**src/design/tds_pkg.sv**
```systemverilog
// Shared constants and types for the triangle depth sorter.
`timescale 1ns / 1ps
package tds_pkg;
  localparam int MAX_TRIS   = 64;
  localparam int COORD_BITS = 16;
  localparam int FIELD_W    = 16;
  localparam int ID_W       = 16;
  localparam int KEY_W      = 32;
  localparam int IDX_W      = $clog2(MAX_TRIS);
  localparam int CNT_W      = $clog2(MAX_TRIS + 1);
  localparam int FQ_DEPTH   = 4;
  localparam int FQ_PTR_W   = $clog2(FQ_DEPTH);
  localparam int FQ_CNT_W   = $clog2(FQ_DEPTH + 1);

  typedef struct packed {
    logic signed [FIELD_W-1:0] corner0_x;
    logic signed [FIELD_W-1:0] corner0_y;
    logic signed [FIELD_W-1:0] corner0_z;
    logic signed [FIELD_W-1:0] corner1_x;
    logic signed [FIELD_W-1:0] corner1_y;
    logic signed [FIELD_W-1:0] corner1_z;
    logic signed [FIELD_W-1:0] corner2_x;
    logic signed [FIELD_W-1:0] corner2_y;
    logic signed [FIELD_W-1:0] corner2_z;
    logic [ID_W-1:0]           tri_id;
    logic                      last_item;
  } tri_item_t;

  typedef struct packed {
    logic [ID_W-1:0]  out_id;
    logic [KEY_W-1:0] depth_key;
    logic             degenerate;
    logic             overflowed;
    logic             last_result;
  } tri_result_t;

  // Classified triangle as it travels from the front end to the sorter.
  typedef struct packed {
    logic [ID_W-1:0]  id;
    logic [KEY_W-1:0] key;
    logic             deg;
    logic             last;
  } class_item_t;

  // One stored entry of the sorted list.
  typedef struct packed {
    logic [ID_W-1:0]  id;
    logic [KEY_W-1:0] key;
    logic             deg;
  } entry_t;

  // Queue status seen by the front end and the sorter.
  typedef struct packed {
    logic                valid;
    logic [FQ_CNT_W-1:0] count;
  } fq_status_t;
endpackage

```
**src/design/tds_fifo.sv**
```systemverilog
// Short queue between the front end and the sorter.
`timescale 1ns / 1ps
module tds_fifo (
  input  logic                 clk,
  input  logic                 rst,
  input  logic                 push,
  input  tds_pkg::class_item_t push_data,
  input  logic                 pop,
  output tds_pkg::fq_status_t  stat,
  output tds_pkg::class_item_t head
);
  import tds_pkg::*;

  class_item_t         slots [FQ_DEPTH];
  logic [FQ_PTR_W-1:0] wp, rp;
  logic [FQ_CNT_W-1:0] count;

  assign stat.valid = (count != '0);
  assign stat.count = count;
  assign head       = slots[rp];

  always_ff @(posedge clk) begin
    if (push) begin
      slots[wp] <= push_data;
    end
    if (rst) begin
      wp    <= '0;
      rp    <= '0;
      count <= '0;
    end else begin
      if (push) begin
        wp <= wp + 1'b1;
      end
      if (pop) begin
        rp <= rp + 1'b1;
      end
      count <= count + FQ_CNT_W'(push) - FQ_CNT_W'(pop);
    end
  end
endmodule

```
**config.mk**
```make
export PLATFORM = sky130hd
export DESIGN_NAME = tds_fifo
export DESIGN_NICKNAME = d
export VERILOG_FILES = /design/src/design/tds_pkg.sv /design/src/design/tds_fifo.sv
export SDC_FILE = /design/constraint.sdc
export NUM_CORES = 1
export LEC_CHECK = 0
export BUFFER_PORTS_ARGS = -buffer_cell sky130_fd_sc_hd__buf_4
export CORE_ASPECT_RATIO = 1.5
export CORE_MARGIN = 5
export CORE_UTILIZATION = 36
export CTS_CLUSTER_SIZE = 8
export DETAILED_ROUTE_END_ITERATION = 6
export GPL_ROUTABILITY_DRIVEN = 0
export MAX_ROUTING_LAYER = met4
export PLACE_DENSITY_LB_ADDON = 0.2
export SYNTH_ARGS = -nofsm -noshare
export SYNTH_HDL_FRONTEND = slang
export SYNTH_SLANG_ARGS = --single-unit
```
**constraint.sdc**
```tcl
create_clock -name clk -period 7.05 [get_ports clk]
set_clock_uncertainty 0.2 [all_clocks]
set_input_delay 1.41 -clock clk [delete_from_list [all_inputs] [get_ports clk]]
set_output_delay 1.41 -clock clk [all_outputs]
set_load 0.05 [all_outputs]
```
==> results.sh <==
export IMPL_yosysMostFrequentCell="edfxtp_1"
export IMPL_synth_seq_cells=209
export IMPL_port_buffers=107
export IMPL_clk_latency_ns=0.52
export IMPL_fill_cells=1792
export IMPL_crit_path_top_delay_cell="dfxtp_4"
export IMPL_maxCapViolCount=0
export IMPL_worst_pin_slew_ns=1.050
export IMPL_fin_hold_ws_ns=0.3287
export IMPL_dpl_cell_area_sq_um=8752
export IMPL_cts_tree="done"
export IMPL_root_buffer="clkbuf_16"
export IMPL_min_period_ns=4.070
export IMPL_area_growth_syn_to_layout_pct=24.37
export IMPL_synth_area_per_cell_sq_um=25.43
export IMPL_slew_headroom_pct=29.99
export IMPL_synth_nets=364
export IMPL_layout_nets=496
export IMPL_drt_pass1_iterations=4
export IMPL_leakagePower_uw=0.003260
export IMPL_critPathLaunchType="flop"
export IMPL_antenna_found_initial=0
export IMPL_max_clock_path_buffers=3
export IMPL_power_density_nw_per_um2=329.8
export IMPL_yosysTopAreaCell="edfxtp_1"
export IMPL_hold_viol_final=0
export IMPL_fp_coreArea_sq_um=21060
export IMPL_first_global_vias=3932
export IMPL_yosys_area_top_type_share_pct=77.93
export IMPL_wire_per_inst_microns=20.27
export IMPL_min_path_type="flop to flop"
export IMPL_hold_depth=2
export IMPL_ys_types=20
export IMPL_die_area_sq_um=24490
export IMPL_hold_buffers=0
export IMPL_clkTransAtPathRegs_ns=0.05
export IMPL_initial_utilization_pct=36.58
export IMPL_p_sw_share_pct=24.64
export IMPL_io_pins=108
export IMPL_status="complete, no violations"
export IMPL_synthCells=303
export IMPL_netlist_area_sq_um=7706
export IMPL_ctsHtreeMaxLevel=1
export IMPL_vdd_ir_drop_worst_mv=0.1546
export IMPL_pwr_share_clk_pct=39.5
export IMPL_crit_chain="mux4_2 -> buf_4"
export IMPL_grt_overflow=0
export IMPL_synth_seq_area_share_pct=80.27
export IMPL_grt_max_degree=51
export IMPL_cts_buffers=30
export IMPL_routed_via_density=4.816
export IMPL_placementRows=65
export IMPL_drt_iter0_drc=197
export IMPL_die_w_microns=129.5
export IMPL_seqPwrFrac_pct=46.3
export IMPL_finish_instance_area_sq_um=9584
export IMPL_arrival_ns=2.46
export IMPL_synth_async_reset_ratio_pct=0
export IMPL_r2r_start="wp[1]"
export IMPL_setup_violations_final=0
export IMPL_combPwrFrac_pct=14.2
export IMPL_remaining_drc_errors=0
export IMPL_post_dp_hpwl_microns=8459
export IMPL_netSwitchingPower_uw=778.8
export IMPL_rr_worst_depth=4
export IMPL_synth_warning_count=0
export IMPL_grt_pass1_wl_microns=22360
export IMPL_rsz0062_at_grt="false"
export IMPL_max_stage_delay_ns=1.05
export IMPL_grt_usage_pct=12.39
export IMPL_synth_common_cells="edfxtp_1 (200), mux4_2 (50), dfxtp_1 (9)"
export IMPL_critical_path_class="flop to output pin"
export IMPL_cts_resized=0
export IMPL_synth_area_leaders="edfxtp_1 (78%), mux4_2 (15%), dfxtp_1 (2.3%)"
export IMPL_ys_flop_type="edfxtp_1"
export IMPL_reg2reg_setup_slack_ns=4.75
export IMPL_vias=3448
export IMPL_synth_edff_count=200
export IMPL_hp_start="rp[0]"
export IMPL_setup_tns_ns=0
export IMPL_fmax_ghz=0.2457
export IMPL_period_share_pct=57.73
export IMPL_die_y_microns=189.2
export IMPL_cp_max_fo=50
export IMPL_finalWirelength_microns=14510
export IMPL_cts_sinks=209
export IMPL_required_ns=5.44
export IMPL_post_cts_setup_buffers=0
export IMPL_r2r_end="slots[1][25]"
export IMPL_post_route_util_pct=45.50
export IMPL_crit_buf_inv=1
export IMPL_end_kind="output pin"
export IMPL_antenna_left=0
export IMPL_cp_top_family="flip-flops"
export IMPL_internal_power_uw=2382
export IMPL_drive_gt1_share_pct=44.97
export IMPL_slew_viol_final=0
==> cells in the final DEF, fill, tap and decap left out, drive strengths merged, types with 2 or more instances in the layout <==
cell,count
ha,6
and2,4
buf,112
inv,6
clkbuf,43
nor2,5
nor2b,2
edfxtp,200
mux4,50
dfxtp,9
xnor2,2
==> final cells by class <==
| class | count | area, sq um | area share [%] |
|---|---|---|---|
| inverters | 6 | 22.52 | 0.2350 |
| clock buffers | 43 | 820.8 | 8.564 |
| multi-input cells | 76 | 1363 | 14.22 |
| well taps | 268 | 335.3 | 3.499 |
| diodes | 1 | 2.502 | 0.02611 |
| repair buffers | 112 | 840.8 | 8.773 |
| clock inverters | 1 | 8.758 | 0.09138 |
| flip-flops and latches | 209 | 6191 | 64.60 |
==> kinds of logic after synthesis <==
logic type      Yosys count  share of synthesized area (%)
simple gates             13                         0.9093
fa+ha+maj                 7                          1.234
compound gates            2                         0.1948
flops                   209                          80.27
xor+xnor                  3                         0.5358
buf+inv                  18                          2.111
mux                      51                          14.74
==> worst max-delay path by stage <==
| stage | from | end | slack, ns | depth (start not counted) |
|---|---|---|---|---|
| after floorplan | push | slots[0][0] | 3.83 | 1 |
| after global placement | flop | head[19] | 3.41 | 2 |
| after detailed placement | flop | head[19] | 3.42 | 2 |
| after CTS | flop | head[19] | 2.85 | 2 |
| final | flop | head[33] | 2.98 | 2 |
| after global routing | flop | head[33] | 2.77 | 2 |
==> worst min-delay path: cells and delay by family (launching register included) <==
kind            cells  cell delay, ns
compound gates      1            0.07
flops               1            0.32
simple gates        1            0.09
==> registers in the layout, indices dropped and copies added (netlist names), named ones only <==
register and count:
rp 2, count 3, wp 2, slots 200
==> routing by layer <==
metal | routed length, microns | vias to the layer above | GRT usage (%)
met5 | 0 | - | -
met4 | 337 | 0 | 4.520
met3 | 840 | 32 | 2.738
met2 | 8005 | 88 | 21.45
met1 | 5327 | 1792 | 14.00
li1 | - | 1536 | -
==> power groups by stage <==
stage	clock network, uW	registers (uW)	logic [uW]
4_1_cts	1280	1470	458
2_1_floorplan	0	1480	317
3_3_place_gp	0	1490	450
3_5_place_dp	0	1490	457
6_report	1250	1460	447
5_1_grt	1340	1470	470
==> stage by stage <==
stage,worst slack (ns),total power [uW],cells
floorplan,3.833,1800,303
global placement,3.409,1936,671
detailed placement,3.425,1947,671
CTS,2.850,3208,715
global route,2.771,3285,715
finish,2.980,3160,716
Note: power is estimated with default switching activity, not from simulation.
