**config.mk**
```make
export PLATFORM = sky130hd
export DESIGN_NAME = tds_sorter_flat
export DESIGN_NICKNAME = d
export VERILOG_FILES = /design/src/design/tds_pkg.sv /design/src/design/tds_if.sv /design/src/design/tds_sorter.sv /design/src/flat_wrapper.sv
export SDC_FILE = /design/constraint.sdc
export NUM_CORES = 2
export LEC_CHECK = 0
export BUFFER_PORTS_ARGS = -buffer_cell sky130_fd_sc_hd__buf_2
export CELL_PAD_IN_SITES_DETAIL_PLACEMENT = 0
export CELL_PAD_IN_SITES_GLOBAL_PLACEMENT = 1
export CORE_ASPECT_RATIO = 0.8
export CORE_MARGIN = 4
export CORE_UTILIZATION = 40
export DETAILED_ROUTE_END_ITERATION = 10
export PLACE_DENSITY = 0.65
export SETUP_SLACK_MARGIN = 0.2
export SKIP_CTS_REPAIR_TIMING = 1
export SLEW_MARGIN = 15
export SYNTH_ARGS = -nofsm -noshare
export SYNTH_HDL_FRONTEND = slang
export SYNTH_SLANG_ARGS = --single-unit
```
**constraint.sdc**
```tcl
create_clock -name clk -period 8.4 [get_ports clk]
set_input_delay 2.1 -clock clk [delete_from_list [all_inputs] [get_ports clk]]
set_output_delay 2.1 -clock clk [all_outputs]
set_load 0.02 [all_outputs]
```
**src/design/tds_pkg.sv**
```systemverilog
// Shared constants and types for the triangle depth sorter.
`timescale 1ns / 1ps
package tds_pkg;
  localparam int MAX_TRIS   = 64;
  localparam int COORD_BITS = 16;
  localparam int FIELD_W    = 16;
  localparam int ID_W       = 16;
  localparam int KEY_W      = 32;
  localparam int IDX_W      = $clog2(MAX_TRIS);
  localparam int CNT_W      = $clog2(MAX_TRIS + 1);
  localparam int FQ_DEPTH   = 4;
  localparam int FQ_PTR_W   = $clog2(FQ_DEPTH);
  localparam int FQ_CNT_W   = $clog2(FQ_DEPTH + 1);

  typedef struct packed {
    logic signed [FIELD_W-1:0] corner0_x;
    logic signed [FIELD_W-1:0] corner0_y;
    logic signed [FIELD_W-1:0] corner0_z;
    logic signed [FIELD_W-1:0] corner1_x;
    logic signed [FIELD_W-1:0] corner1_y;
    logic signed [FIELD_W-1:0] corner1_z;
    logic signed [FIELD_W-1:0] corner2_x;
    logic signed [FIELD_W-1:0] corner2_y;
    logic signed [FIELD_W-1:0] corner2_z;
    logic [ID_W-1:0]           tri_id;
    logic                      last_item;
  } tri_item_t;

  typedef struct packed {
    logic [ID_W-1:0]  out_id;
    logic [KEY_W-1:0] depth_key;
    logic             degenerate;
    logic             overflowed;
    logic             last_result;
  } tri_result_t;

  // Classified triangle as it travels from the front end to the sorter.
  typedef struct packed {
    logic [ID_W-1:0]  id;
    logic [KEY_W-1:0] key;
    logic             deg;
    logic             last;
  } class_item_t;

  // One stored entry of the sorted list.
  typedef struct packed {
    logic [ID_W-1:0]  id;
    logic [KEY_W-1:0] key;
    logic             deg;
  } entry_t;

  // Queue status seen by the front end and the sorter.
  typedef struct packed {
    logic                valid;
    logic [FQ_CNT_W-1:0] count;
  } fq_status_t;
endpackage

```
**src/design/tds_if.sv**
```systemverilog


interface tds_result_if;
  import tds_pkg::*;
  logic        valid;
  logic        ready;
  tri_result_t data;
  modport source(output valid, output data, input ready);
  modport sink(input valid, input data, output ready);
endinterface

```
**src/design/tds_sorter.sv**
```systemverilog
// Back end: insertion into the sorted store and batch emission.
`timescale 1ns / 1ps
module tds_sorter (
  input  logic                 clk,
  input  logic                 rst,
  input  tds_pkg::fq_status_t  fq_stat,
  input  tds_pkg::class_item_t head,
  output logic                 pop,
  tds_result_if.source         results
);
  import tds_pkg::*;

  localparam logic [2:0] ST_IDLE  = 3'd0;
  localparam logic [2:0] ST_SCAN  = 3'd1;
  localparam logic [2:0] ST_PLACE = 3'd2;
  localparam logic [2:0] ST_ERD   = 3'd3;
  localparam logic [2:0] ST_EMIT  = 3'd4;

  entry_t             store [MAX_TRIS];
  entry_t             rd_data;
  logic               we, re;
  logic [IDX_W-1:0]   wa, ra;
  entry_t             wd;

  logic [2:0]         state, state_next;
  logic [CNT_W-1:0]   count;
  logic               ovf;
  logic [IDX_W-1:0]   k, idx;
  entry_t             nw;
  logic               nw_last;
  logic               done, load, finish, full;
  tri_result_t        res;
  logic               res_valid;

  function automatic logic goes_before(entry_t n, entry_t e);
    logic r;
    if (n.deg) begin
      r = 1'b0;
    end else if (e.deg) begin
      r = 1'b1;
    end else begin
      r = n.key > e.key;
    end
    return r;
  endfunction

  assign full = (count == CNT_W'(MAX_TRIS));

  always_comb begin
    pop        = 1'b0;
    we         = 1'b0;
    re         = 1'b0;
    wa         = '0;
    ra         = '0;
    wd         = nw;
    done       = 1'b0;
    load       = 1'b0;
    finish     = 1'b0;
    state_next = state;
    unique case (state)
      ST_IDLE: begin
        if (fq_stat.valid) begin
          pop = 1'b1;
          if (full) begin
            if (head.last) begin
              state_next = ST_ERD;
            end
          end else if (count == '0) begin
            we = 1'b1;
            wd = '{id: head.id, key: head.key, deg: head.deg};
            done = 1'b1;
            state_next = head.last ? ST_ERD : ST_IDLE;
          end else begin
            re = 1'b1;
            ra = IDX_W'(count - 1'b1);
            state_next = ST_SCAN;
          end
        end
      end
      ST_SCAN: begin
        we = 1'b1;
        wa = k + 1'b1;
        if (goes_before(nw, rd_data)) begin
          wd = rd_data;
          if (k == '0) begin
            state_next = ST_PLACE;
          end else begin
            re = 1'b1;
            ra = k - 1'b1;
          end
        end else begin
          done = 1'b1;
          state_next = nw_last ? ST_ERD : ST_IDLE;
        end
      end
      ST_PLACE: begin
        we = 1'b1;
        done = 1'b1;
        state_next = nw_last ? ST_ERD : ST_IDLE;
      end
      ST_ERD: begin
        re = 1'b1;
        state_next = ST_EMIT;
      end
      ST_EMIT: begin
        if (!res_valid || results.ready) begin
          load = 1'b1;
          if (idx == IDX_W'(count - 1'b1)) begin
            finish = 1'b1;
            state_next = ST_IDLE;
          end else begin
            re = 1'b1;
            ra = idx + 1'b1;
          end
        end
      end
      default: state_next = ST_IDLE;
    endcase
  end

  always_ff @(posedge clk) begin
    if (we) begin
      store[wa] <= wd;
    end
    if (re) begin
      rd_data <= store[ra];
    end
  end

  always_ff @(posedge clk) begin
    if (pop) begin
      nw      <= '{id: head.id, key: head.key, deg: head.deg};
      nw_last <= head.last;
      k       <= IDX_W'(count - 1'b1);
    end else if (state == ST_SCAN) begin
      k <= k - 1'b1;
    end
    if (load) begin
      res.out_id      <= rd_data.id;
      res.depth_key   <= rd_data.key;
      res.degenerate  <= rd_data.deg;
      res.overflowed  <= ovf;
      res.last_result <= finish;
    end
    if (rst) begin
      state     <= ST_IDLE;
      count     <= '0;
      ovf       <= 1'b0;
      idx       <= '0;
      res_valid <= 1'b0;
    end else begin
      state <= state_next;
      if (pop && full) begin
        ovf <= 1'b1;
      end
      if (finish) begin
        count <= '0;
        ovf   <= 1'b0;
        idx   <= '0;
      end else begin
        if (done) begin
          count <= count + 1'b1;
        end
        if (load) begin
          idx <= idx + 1'b1;
        end
      end
      if (load) begin
        res_valid <= 1'b1;
      end else if (results.ready) begin
        res_valid <= 1'b0;
      end
    end
  end

  assign results.valid = res_valid;
  assign results.data  = res;
endmodule

```
**src/flat_wrapper.sv**
```systemverilog
// flat-port wrapper written by rule: the top's interface ports become plain ports
module tds_sorter_flat import tds_pkg::*;
  (clk, rst, fq_stat, head, pop, results_valid, results_data, results_ready);
  tds_result_if results_i ();
  input  logic clk;
  input  logic rst;
  input  tds_pkg::fq_status_t fq_stat;
  input  tds_pkg::class_item_t head;
  output logic pop;
  output wire logic [$bits(results_i.valid)-1:0] results_valid;
  output wire logic [$bits(results_i.data)-1:0] results_data;
  input wire logic [$bits(results_i.ready)-1:0] results_ready;
  assign results_valid = results_i.valid;
  assign results_data = results_i.data;
  assign results_i.ready = results_ready;
  tds_sorter u_core (.clk(clk), .rst(rst), .fq_stat(fq_stat), .head(head), .pop(pop), .results(results_i));
endmodule
```
==> results_dict.tcl <==
set metrics [dict create \
    cellPowerDensity_nw_per_um2 409 \
    synth_common_cells "edfxtp_1, nand2_1, nand3_1" \
    pin_count 110 \
    track_usage_pct 24.0 \
    crit_type "flop to flop" \
    grt_max_degree 204 \
    layout.nets 9232 \
    cp_max_fo 53 \
    crit_required_ns 9.13 \
    drtPass1Iterations 6 \
    die-width_um 647 \
    htreeDepth 5 \
    cts-root-buf "clkbuf_16" \
    synth_top_area_cell "edfxtp_1" \
    syn_area_sq_um 131000 \
    worst_pin_slew_ns 1.32 \
    cts.path.max_buffers 4 \
    max_slew_margin_pct 10.9 \
    overflow 0 \
    remaining_drc_errors 0 \
    holdWs_ns 0.492 \
    ys_types 74 \
    cts_buffers 337 \
    grt_pass1_wl_um 583000 \
    yosys-top-cells-area "edfxtp_1, nand2_1, nand3_1" \
    synth_async_sr_flop_share_pct 0 \
    synth_top_area_share_pct 75.5 \
    synth.most_common_cell "edfxtp_1" \
    status "complete, no violations" \
    max_freq_mhz 142 \
    rsz0062_at_grt "false" \
    slowest_delay_ns 0.97 \
    fp-row-count 187 \
    period_share_pct 84.1 \
    min_period_ns 7.06 \
    setup_tns_ns 0 \
    antenna_found_initial 31 \
    routedWlPerCell_um 30.3 \
    dpl.hpwl_um 233000 \
    grt_pass1_vias 77200 \
    hold_viol 0 \
    cap_viol_max_count 0 \
    area_growth_syn_to_layout_pct 13.9 \
    clk_pin_slew_ns 0.06 \
    synth.avg_cell_area_sq_um 14.5 \
    vias_per_cell 6.05 \
    drv_slew 0 \
    synth_flop_cell "edfxtp_1" \
    dieArea_sq_um 336000 \
    core_area_sq_um 325000 \
    crit_slowest_cell "or3_2" \
    cts_sinks 3310 \
    fp.dieH_um 520 \
    setup_violations 0 \
    cp_data_arrival_time_ns 7.79 \
    cts_tree "done" \
    port_buffers 106 \
    yosysWarnings 0 \
    clk_latency_ns 0.88 \
    fillCellCount 28100 \
    drive_gt1_share_pct 12.6 \
    ys_ff_latch 3310 \
    via_count 83200 \
    start_util_pct 40.3 \
    ant_nets 0 \
    peakVddDrop_mv 0.396 \
    syn-num-nets 9109 \
    critPathCaptureType "flop" \
    synth_seq_area_share_pct 75.8 \
    cp-start-kind "flop" \
    path_cells "inv_1 -> ha_1 -> nand4_1 -> nor3_1 -> a2111o_1 -> o31ai_1 -> a21oi_4 -> nor2_4 -> buf_4 -> or3_2 -> buf_12 -> o22ai_1 -> nor4_1 -> and4_1" \
    finClkSkew_ns 0.0407 \
    gp_congestion 0.826 \
    synth_edf_count 3292 \
    wirelength_um 416000 \
    leakage_nw 47.5 \
    hp-class "flop to flop" \
    drtIter0Drc 11800 \
    syn_inst 9014 \
]
## cells in the final DEF, fill, tap and decap left out, types with 206 or more instances in the layout
| cell | Yosys | routed |
|---|---|---|
| a31oi_1 | 361 | 361 |
| edfxtp_1 | 3292 | 3292 |
| buf_4 | 3 | 303 |
| a32oi_1 | 232 | 232 |
| nand2_1 | 1867 | 1861 |
| nand3_1 | 664 | 661 |
| a21oi_1 | 253 | 248 |
| clkbuf_16 | 0 | 344 |
| o22ai_1 | 207 | 206 |
## final timing paths
check	startpoint	to	slack, ns	cells after the start
worst max register to register	u_core.rd_data[15]	u_core.rd_data[11]	1.34	14
worst min register to register	u_core.ovf	u_core.results.data[1]	0.49	0
worst max-delay path	u_core.rd_data[15]	u_core.rd_data[11]	1.34	14
worst min-delay path	u_core.ovf	u_core.results.data[1]	0.49	0
## worst max-delay path, delay by kind of cell, from the launching register on
family / cells / cell delay [ns]
AND/OR/NAND/NOR: 6 / 2.84
AO/OA/AOI/OAI: 4 / 1.81
buffers and inverters: 3 / 0.99
flip-flops: 1 / 0.80
adder cells (fa/ha/maj): 1 / 0.32
## through the flow
stage               util (%)  setup slack, ns  cells  total power [mW]  instance area [sq um]
floorplan                  -             1.82   9014              36.6                 131000
global placement        42.7             1.42  13100              46.0                 139000
detailed placement      42.7             1.30  13100              46.5                 139000
CTS                     45.8             1.48  13700              60.8                 149000
global route            45.8             1.20  13700              63.3                 149000
finish                  45.8             1.34  13800              61.0                 149000
## cells by family (layout without fill, tap and decap cells)
| logic type | count (synthesis) | in the layout | synth area share (%) |
|---|---|---|---|
| flops | 3310 | 3310 | 75.8 |
| buf+inv | 701 | 1076 | 2.16 |
| xor+xnor | 32 | 32 | 0.246 |
| mux | 243 | 243 | 2.83 |
| simple gates | 3103 | 3103 | 10.3 |
| compound gates | 1587 | 1587 | 8.25 |
| other cells | 0 | 22 | 0 |
| fa+ha+maj | 38 | 38 | 0.363 |
## registers in the layout (all words and copies together), names as in the netlist
register / cells
u_core.rd_data: 49
u_core.count: 7
u_core.k: 6
u_core.results.valid: 1
u_core.idx: 6
u_core.state: 3
u_core.nw_last: 1
u_core.nw: 49
u_core.store: 3136
u_core.ovf: 1
u_core.results.data: 51
## where the power goes
| part | switching, mW | internal [mW] | total [mW] |
|---|---|---|---|
| sequential | 0.872 | 23.8 | 24.7 |
| combinational | 16.5 | 5.50 | 22.0 |
| clock | 6.19 | 8.13 | 14.3 |
## per-layer routing
metal  track usage (%)  up-vias  share of wire (%)
li1                  -    35100                  -
met1              36.6    42900                 43
met2              34.6     4500                 43
met3              5.36      675                 11
met4              6.19        6                2.8
met5             0.113        -              0.021
## final cells by class
| type | count | area (sq um) | area share [%] |
|---|---|---|---|
| Antenna cell | 22 | 55.1 | 0.0370 |
| Clock buffer | 446 | 8990 | 6.04 |
| Multi-Input combinational cell | 5003 | 30400 | 20.4 |
| Tap cell | 4347 | 5440 | 3.65 |
| Clock inverter | 145 | 1250 | 0.842 |
| Sequential cell | 3310 | 99200 | 66.6 |
| Inverter | 43 | 164 | 0.110 |
| Timing Repair Buffer | 442 | 3470 | 2.33 |
(Power assumes the default switching activity.)
